==> src/hdl/mws_ram.sv <==
// ----------------------------------------------------------------------------
// mws_ram
// Generic single-write, single-read memory with registered read data.
// ----------------------------------------------------------------------------
module mws_ram #(
  parameter int unsigned WIDTH = 8,
  parameter int unsigned DEPTH = 16
) (
  input  logic                     clk_i,
  input  logic                     we_i,
  input  logic [$clog2(DEPTH)-1:0] waddr_i,
  input  logic [WIDTH-1:0]         wdata_i,
  input  logic [$clog2(DEPTH)-1:0] raddr_i,
  output logic [WIDTH-1:0]         rdata_o
);

  logic [WIDTH-1:0] mem_q [DEPTH];
  logic [WIDTH-1:0] rdata_q;

  always_ff @(posedge clk_i) begin
    if (we_i) begin
      mem_q[waddr_i] <= wdata_i;
    end
    rdata_q <= mem_q[raddr_i];
  end

  assign rdata_o = rdata_q;

endmodule

==> config.mk <==
export PLATFORM = sky130hd
export DESIGN_NAME = mws_ram
export DESIGN_NICKNAME = d
export VERILOG_FILES = /design/src/hdl/mws_ram.sv
export SDC_FILE = /design/constraint.sdc
export NUM_CORES = 1
export LEC_CHECK = 0
export ABC_AREA = 1
export BUFFER_PORTS_ARGS = -buffer_cell sky130_fd_sc_hd__buf_4
export CORE_AREA = 2 2 111 113
export CTS_CLUSTER_DIAMETER = 120
export DETAILED_ROUTE_END_ITERATION = 12
export DIE_AREA = 0 0 113 115
export PLACE_DENSITY = 0.69
export REMOVE_ABC_BUFFERS = 1
export SLEW_MARGIN = 20
export SYNTH_ARGS = -nofsm -noshare
export SYNTH_HDL_FRONTEND = slang
export SYNTH_SLANG_ARGS = --single-unit
==> constraint.sdc <==
create_clock -name clk_i -period 2.9 [get_ports clk_i]
set_input_delay 0.29 -clock clk_i [delete_from_list [all_inputs] [get_ports clk_i]]
set_output_delay 0.29 -clock clk_i [all_outputs]
set_load 0.05 [all_outputs]
==> metrics.md <==
| Metric | Value |
|---|---|
| Outcome | completed |
| Chip height | 115 µm |
| Leak | 2.80 nW |
| Fin area | 6540 µm² |
| Vias in the first global route | 3678 |
| Crit path DAT | 1790 ps |
| Post-synth top area share | 66.7% |
| Layout area overhead | 13.5% |
| Ratio of cells with drive above 1 in the final layout | 9.57% |
| Drt wl/cell | 16.3 µm |
| RSZ-0062 raised after global routing | no |
| Mux contribution to synthesized area | 0% |
| VDD IR max | 0.000393 V |
| CP max stage delay | 670 ps |
| CTS tree | yes |
| Crit-path cells | buf_4 > clkinv_2 > nand2_1 > nand3_1 > nand3_1 > nand3_1 > nand2_1 |
| Post-DP HPWL | 7190 µm |
| Yosys cell types | 12 |
| Final Core Density | 55.4% |
| Full die area | 13000 µm² |
| Largest net degree at the start of global routing | 65 |
| Max-cap violations | 0 |
| Clock share of power | 44.6% |
| Final wirelength | 11900 µm |
| Antenna viol nets, final | 0 |
| Synthesized area per cell | 10.5 µm² |
| Sequential area share after synthesis | 69.4% |
| First-pass GRT wire length | 19000 µm |
| Area of the mapped netlist | 5770 µm² |
| Max Fanout on Critical Path | 64 |
| Worst path most repeated cell | nand3_1 |
| Core Box Area | 11800 µm² |
| Post-synthesis register bit count | 136 |
| N_diodes | 0 |
| IO Pins | 26 |
| Starting Density | 48.8% |
| Setup CP Type | input pin to register |
| Gate power share | 6.6% |
| DR vias/cell | 5.05 |
| Hold_buf cts | 0 |
| 1st-iter DRT viols | 282 |
| Sequential fraction of design power | 48.7% |
| Synth Area in Adders | 0% |
| Net Sw Frac | 22.3% |
| GRT Total Usage | 19.4% |
| Synth area leader | edfxtp_1 |
| GPL Wtd Cong | 0.799 |
| CTS Buf Count | 17 |
| XOR/XNOR Fraction of Synth Area | 0% |
| Final Skew | 9.00 ps |
| Worst skew pair latency | 410 ps |
| Slowest-stage cell, CP | clkinv_2 |
| Worst Hold Class | input pin to register |
| Fmax achieved | 698 MHz |
| Worst reg2reg setup slack | 1900 ps |
| Crit path capture type | register |
| Min Tclk post-route | 1430 ps |
| Clock Path Buffers | 2 |
| Initial antenna violation count | 0 |
| Power density over cell area | 694 nW/µm² |
| Combinational family with the most area after synthesis | simple AND/OR/NAND/NOR gates |
| Fin. Hold Viols | 0 |
| Area after DPL | 5980 µm² |
| Clock Pin Slew Worst Setup and Hold Paths | 60 ps |
| Cell row count | 40 |
| Area contributors post-synth | edfxtp_1 (67%), nand2_1 (11%), nand3_1 (8.4%) |
| Overflow after GRT | 0 |
| Critical Path RT | 3260 ps |
| Startpoint types | input pin |
| Residual DRC | 0 |
| Relative slew slack | 40.1% |
| Post-synthesis simple-gate area fraction | 21.0% |
| Pre-antenna DRT Iters | 4 |
| Worst slew pin tran | 897 ps |
| Width of the die | 113 µm |
| Warnings from Yosys | 0 |
| Setup Buffers After CTS | 0 |
| Setup-failing EPs final | 0 |
| Compound-Gate Fraction of Synth Area | 0% |
| Final hold slack | 190 ps |
| Slew Limit Fails | 0 |
| P_int | 3.53 mW |
| Setup TNS | 0 ps |
| # H-tree levels | 4 |
| Synthesized instance count | 551 |
| NetSw | 1.01 mW |
| Via count | 3693 |
| Clk sinks | 136 |
| Final #Nets | 590 |
| PostCTS Resize Cnt | 0 |
| Port bufs | 25 |
| Root Buffer | clkbuf_16 |
| Final critical-path share of the clock period | 49.4% |
==> state kept, by name, summed over array words and instances, names as in the netlist <==
name     flops
rdata_o      8
mem_q      128
==> critical path: cells and delay by family <==
kind	cells	cell delay (ps)
buf+inv	2	760
simple gates	5	740
==> cell families (layout without fill, tap and decap cells) <==
| family | after synthesis | after routing |
|---|---|---|
| flip-flops | 136 | 136 |
| buffers and inverters | 126 | 160 |
| AND/OR/NAND/NOR | 289 | 289 |
==> Yosys cell counts (all sizes together) <==
cell	instances
nor2	17
inv	102
nand3	97
dfxtp	8
nand3b	2
edfxtp	128
nand2	173
buf	24
==> power by group through the flow <==
stage	clock network (mW)	logic, mW	registers (mW)
6_report	2.03	0.302	2.21
5_1_grt	2.13	0.333	2.22
4_1_cts	2.05	0.304	2.21
3_5_place_dp	0	0.302	2.25
3_3_place_gp	0	0.295	2.25
2_1_floorplan	0	0.119	2.29
==> metrics by stage <==
step,setup slack [ps],std cells,total power [mW]
2_1_floorplan,1630,527,2.41
3_3_place_gp,1080,700,2.55
3_5_place_dp,999,700,2.55
4_1_cts,1420,732,4.56
5_1_grt,1310,732,4.68
6_report,1470,732,4.54
==> worst paths after layout <==
check,from,endpoint,depth (start not counted)
hold / removal,wdata_i[4],mem_q[10][4],1
hold reg to reg,mem_q[7][2],rdata_o[2],6
setup reg to reg,mem_q[0][0],rdata_o[0],6
setup / recovery,raddr_i[0],rdata_o[6],7
==> cell type report <==
cell class | instances | area (µm²)
multi-input combinational | 289 | 1210
sequential | 136 | 4000
timing repair buffer | 26 | 195
clock buffer | 17 | 425
tap | 147 | 184
fill | 975 | 5270
inverter | 102 | 384
clock inverter | 15 | 136
==> routing by layer <==
| metal | vias up | global-route usage (%) | wire length, µm |
|---|---|---|---|
| met2 | 108 | 33.6 | 6000 |
| met4 | 0 | 8.29 | 324 |
| met3 | 24 | 3.69 | 555 |
| met5 | - | 0 | 0 |
| li1 | 1812 | - | - |
| met1 | 1749 | 24.1 | 5030 |
==> cells in the final DEF, fill, tap and decap left out <==
cell,synthesis,routed
buf_4,4,26
clkinv_2,0,4
dfxtp_1,8,8
clkinvlp_4,0,5
edfxtp_1,128,128
clkinv_1,0,4
nor2_1,17,17
nand3_1,97,97
bufinv_16,0,2
nand3b_1,2,2
clkinv_4,0,1
inv_1,100,100
nand2_1,173,173
clkbuf_16,0,17
inv_2,2,1
Note: power is estimated with default switching activity, not from simulation.
