### src/hdl/mws_pkg.sv
// ----------------------------------------------------------------------------
// mws_pkg
// Shared constants, mark encoding and helpers of the marker watershed core.
// ----------------------------------------------------------------------------
package mws_pkg;

  localparam int unsigned MAX_W   = 64;
  localparam int unsigned MAX_H   = 64;
  localparam int unsigned STRIDE  = MAX_W + 2;
  localparam int unsigned CELLS   = STRIDE * (MAX_H + 2);
  localparam int unsigned PIXELS  = MAX_W * MAX_H;
  localparam int unsigned QCAP    = PIXELS + 2;

  localparam int unsigned CELL_AW = $clog2(CELLS);
  localparam int unsigned PIX_AW  = $clog2(PIXELS);
  localparam int unsigned Q_AW    = $clog2(QCAP + 1);
  localparam int unsigned XW      = $clog2(MAX_W);
  localparam int unsigned YW      = $clog2(MAX_H);
  localparam int unsigned DIM_W   = 7;
  localparam int unsigned LABEL_W = 16;
  localparam int unsigned GREY_W  = 8;
  localparam int unsigned DIST_W  = CELL_AW;
  localparam int unsigned CMD_W   = 2;
  localparam int unsigned CLS_W   = 2;

  localparam logic [GREY_W-1:0] LEVEL_LAST = 8'd255;

  localparam logic [CMD_W-1:0] CMD_LOAD = 2'd0;
  localparam logic [CMD_W-1:0] CMD_RUN  = 2'd1;
  localparam logic [CMD_W-1:0] CMD_READ = 2'd2;

  localparam logic [CLS_W-1:0] CLS_LABELED   = 2'd0;
  localparam logic [CLS_W-1:0] CLS_WSHED     = 2'd1;
  localparam logic [CLS_W-1:0] CLS_UNREACHED = 2'd2;

  localparam logic REG_WIDTH  = 1'b0;
  localparam logic REG_HEIGHT = 1'b1;

  typedef enum logic [1:0] {
    MK_INIT,
    MK_MASK,
    MK_WSHED,
    MK_LABEL
  } mark_kind_e;

  typedef struct packed {
    mark_kind_e          kind;
    logic [LABEL_W-1:0]  label;
  } mark_t;

  localparam int unsigned MARK_W = $bits(mark_t);

  typedef struct packed {
    logic busy;
    logic done;
  } div_stat_t;

  function automatic logic [CELL_AW-1:0] cell_of(input logic [XW-1:0] x,
                                                 input logic [YW-1:0] y);
    logic [CELL_AW-1:0] xc;
    logic [CELL_AW-1:0] yc;
    xc = CELL_AW'(x) + CELL_AW'(1);
    yc = CELL_AW'(y) + CELL_AW'(1);
    return xc + CELL_AW'(yc * CELL_AW'(STRIDE));
  endfunction

endpackage

### src/hdl/mws_div.sv
// ----------------------------------------------------------------------------
// mws_div
// Restoring divider, one quotient bit per cycle: splits a raster index into
// row and column for the active image width.
// ----------------------------------------------------------------------------
module mws_div (
  input  logic                        clk_i,
  input  logic                        rst_ni,
  input  logic                        start_i,
  input  logic [mws_pkg::PIX_AW-1:0]  dividend_i,
  input  logic [mws_pkg::DIM_W-1:0]   divisor_i,
  output mws_pkg::div_stat_t          stat_o,
  output logic [mws_pkg::PIX_AW-1:0]  quot_o,
  output logic [mws_pkg::DIM_W-1:0]   rem_o
);

  localparam int unsigned CNT_W = $clog2(mws_pkg::PIX_AW + 1);

  logic [CNT_W-1:0]              cnt_q;
  logic                          busy_q;
  logic                          done_q;
  logic [mws_pkg::PIX_AW-1:0]    quot_q;
  logic [mws_pkg::DIM_W-1:0]     rem_q;
  logic [mws_pkg::DIM_W-1:0]     dvs_q;
  logic [mws_pkg::DIM_W:0]       trial;
  logic                          fits;

  assign trial = {rem_q, quot_q[mws_pkg::PIX_AW-1]};
  assign fits  = trial >= {1'b0, dvs_q};

  always_ff @(posedge clk_i or negedge rst_ni) begin
    if (!rst_ni) begin
      cnt_q  <= '0;
      busy_q <= 1'b0;
      done_q <= 1'b0;
    end else if (start_i) begin
      cnt_q  <= CNT_W'(mws_pkg::PIX_AW);
      busy_q <= 1'b1;
      done_q <= 1'b0;
    end else if (busy_q) begin
      cnt_q <= cnt_q - CNT_W'(1);
      if (cnt_q == CNT_W'(1)) begin
        busy_q <= 1'b0;
        done_q <= 1'b1;
      end
    end else begin
      done_q <= 1'b0;
    end
  end

  always_ff @(posedge clk_i) begin
    if (start_i) begin
      quot_q <= dividend_i;
      rem_q  <= '0;
      dvs_q  <= divisor_i;
    end else if (busy_q) begin
      rem_q  <= mws_pkg::DIM_W'(fits ? trial - {1'b0, dvs_q} : trial);
      quot_q <= {quot_q[mws_pkg::PIX_AW-2:0], fits};
    end
  end

  assign stat_o.busy = busy_q;
  assign stat_o.done = done_q;
  assign quot_o      = quot_q;
  assign rem_o       = rem_q;

endmodule

### config.mk
export PLATFORM = sky130hd
export DESIGN_NAME = mws_div
export DESIGN_NICKNAME = d
export VERILOG_FILES = /design/src/hdl/mws_pkg.sv /design/src/hdl/mws_div.sv
export SDC_FILE = /design/constraint.sdc
export NUM_CORES = 1
export LEC_CHECK = 0
export BUFFER_PORTS_ARGS = -buffer_cell sky130_fd_sc_hd__buf_2
export CAP_MARGIN = 25
export CORE_MARGIN = 2
export CORE_UTILIZATION = 28
export DETAILED_ROUTE_END_ITERATION = 16
export GPL_ROUTABILITY_DRIVEN = 0
export GPL_TIMING_DRIVEN = 0
export SLEW_MARGIN = 20
export SYNTH_ARGS = -nofsm -noshare
export SYNTH_HDL_FRONTEND = slang
export SYNTH_SLANG_ARGS = --single-unit
### constraint.sdc
create_clock -name clk_i -period 6.6 [get_ports clk_i]
set_input_delay 0.66 -clock clk_i [delete_from_list [all_inputs] [get_ports clk_i]]
set_output_delay 0.66 -clock clk_i [all_outputs]
set_load 0.02 [all_outputs]
==> run summary <==
DP Wirelength - 2940 um
synthesis-stage register bit count - 32
Nets - 248
max_cap viols - 0
CTS tree - yes
TritonCTS buffer count - 5
core box area - 0.00635 sq mm
Mapped Avg Cell Area - 11.1 sq um
area leader, netlist - edfxtp_1
number of remaining DRC errors - 0
die area - 0.00726 sq mm
Seq/Total Area, Yosys - 46.6%
final WL - 4000 um
row cnt - 29
clk sinks - 32
H-tree Lvls - 2
Clock Tree Buf Depth - 2
Layout area overhead - 22.0%
share of the synthesized area in the top cell type - 30.9%
final setup vio count - 0
Final Max Slew Viols - 0
ratio of cells with drive above 1 in the final layout - 34.1%
Worst-Margin Slew - 526 ps
Worst Setup End Kind - flip-flop
critical path class - flip-flop to flip-flop
drt first-iter violations - 74
most frequent cells in the layout - buf_2, edfxtp_1, nor2_1
first-pass GRT wire length - 6930 um
Worst Slack Setup Final - 4300 ps
Area contributors post-synth - edfxtp_1, dfrtp_1, dfxtp_1, mux2_2, ha_1
Via density - 4.77
RSZ-0062 raised after global routing - no
PwrDens - 343 mW/mm^2
Max-slew headroom - 64.9%
Final TNS setup - 0 ps
cts hold-fix bufs - 0
Crit Path Max Fanout - 9
Chip Height - 85.2 um
Post-CTS Setup Repair Bufs - 0
endpoints failing hold - 0
total gr overflow - 0
Data required, critical path - 6800 ps
DP Worst Slack - 4310 ps
CP Launch Type - flip-flop
Final Critical Period - 2300 ps
worst skew pair latency - 290 ps
Fmax - 435 MHz
Cells after Synth - 167
Leakage - 0.956 nW
chip width - 85.2 um
diode count - 0
commonest non-fill, non-tap cell in the layout - buf_2
DRT Pass-1 Iters - 4
worst hold path type - primary input to async pin
Starting Density - 29.1%
total I/O pin count - 43
vias in the first global route - 1453
DRT antenna net count - 0
Via Count - 1401
initial antenna violation count - 0
Port Buf Inserts - 42
YS warnings - 0
total track usage - 12.2%
post-synth cell types - 45
worst IR drop on VDD - 0.127 mV
cts repair resizes - 0
post-layout util - 35.5%
Worst EP arrival - 2500 ps
clock slew at reported path FFs - 60 ps
status - finished, final reports clean
Cell Area, Synth - 0.00185 sq mm
clock root buffer - clkbuf_8
Avg WL per Cell - 13.6 um
largest net degree at the start of global routing - 13
fin crit share - 34.8%
syn_nets - 199
Worst Skew - 10.1 ps
## power breakdown
| group | total [mW] | internal, mW | switching [mW] |
|---|---|---|---|
| logic | 0.324 | 0.143 | 0.182 |
| registers | 0.280 | 0.250 | 0.0306 |
| clock network | 0.168 | 0.0951 | 0.0731 |
## critical path, cell delays in order, from the launching register on
cell,delay (ps)
edfxtp_1,330
inv_1,60
ha_1,240
fa_1,400
nand2b_1,200
a211o_1,280
buf_6,140
and3_1,180
buf_6,130
a311oi_2,240
## metal layers
| metal | part of all wire, % | track usage, % | vias up |
|---|---|---|---|
| li1 | - | - | 702 |
| met1 | 47 | 15.7 | 650 |
| met2 | 46 | 19.2 | 43 |
| met3 | 5.7 | 3.40 | 6 |
| met4 | 1.9 | 5.19 | 0 |
| met5 | 0 | 0 | - |
## cells by family (layout without fill, tap and decap cells)
kind of cell | after synthesis | count (layout) | share of synthesized area, %
and+or+nand+nor | 50 | 50 | 15.0
adders and majority gates | 10 | 10 | 7.18
buffers and inverters | 25 | 75 | 6.44
AOI/OAI and AO/OA | 33 | 33 | 15.1
xor gates and xnor gates | 5 | 5 | 2.37
DFF | 32 | 32 | 46.6
muxes | 12 | 12 | 7.25
## cell type report
class	count	area, sq um
plain buffers	12	70.1
inverters	13	48.8
well taps	77	96.3
fillers	618	4100
repair buffers	42	210
multi-input cells	110	867
flip-flops and latches	32	861
clock buffers	8	100
## worst paths after layout
check,startpoint,to,depth (start not counted),slack [ps]
max in group asynchronous,rst_ni,cnt_q[1],1,6260
hold / removal,rst_ni,cnt_q[2],1,190
min in group clk_i,done_q,done_q,2,510
setup / recovery,quot_o[11],rem_o[0],9,4300
hold reg to reg,done_q,done_q,2,510
setup reg to reg,quot_o[11],rem_o[0],9,4300
## Yosys cell counts, drive strengths merged
library cell / count
nor3b: 5
o21bai: 3
or4b: 1
o21ai: 3
ha: 9
or3b: 2
buf: 7
nand2b: 7
a2111oi: 1
dfrtp: 6
nor2: 14
mux2i: 1
o221ai: 1
and3: 2
inv: 13
a21o: 4
a31o: 1
a211o: 1
edfxtp: 19
nand4: 2
a311oi: 2
clkbuf: 5
o31ai: 2
or2b: 1
fa: 1
mux2: 11
nand3b: 3
o2111ai: 1
a211oi: 5
xnor2: 4
nand2: 8
nand3: 2
dfxtp: 7
a41oi: 4
a31oi: 2
a21oi: 3
or2: 2
nor4b: 1
xor2: 1
## through the flow
step,instances,power [mW],hold slack (ps),cell area [sq um]
finish,294,0.773,188,2250
global route,294,0.832,189,2250
CTS,294,0.779,185,2250
detailed placement,286,0.607,495,2150
global placement,286,0.605,492,2150
floorplan,167,0.523,364,1850
## state kept, by name, summed over array words and instances (netlist names)
register and count:
busy_q 1, dvs_q 7, done_q 1, quot_o 12, rem_o 7, cnt_q 4
No activity file was read; power rests on OpenSTA's default activity.
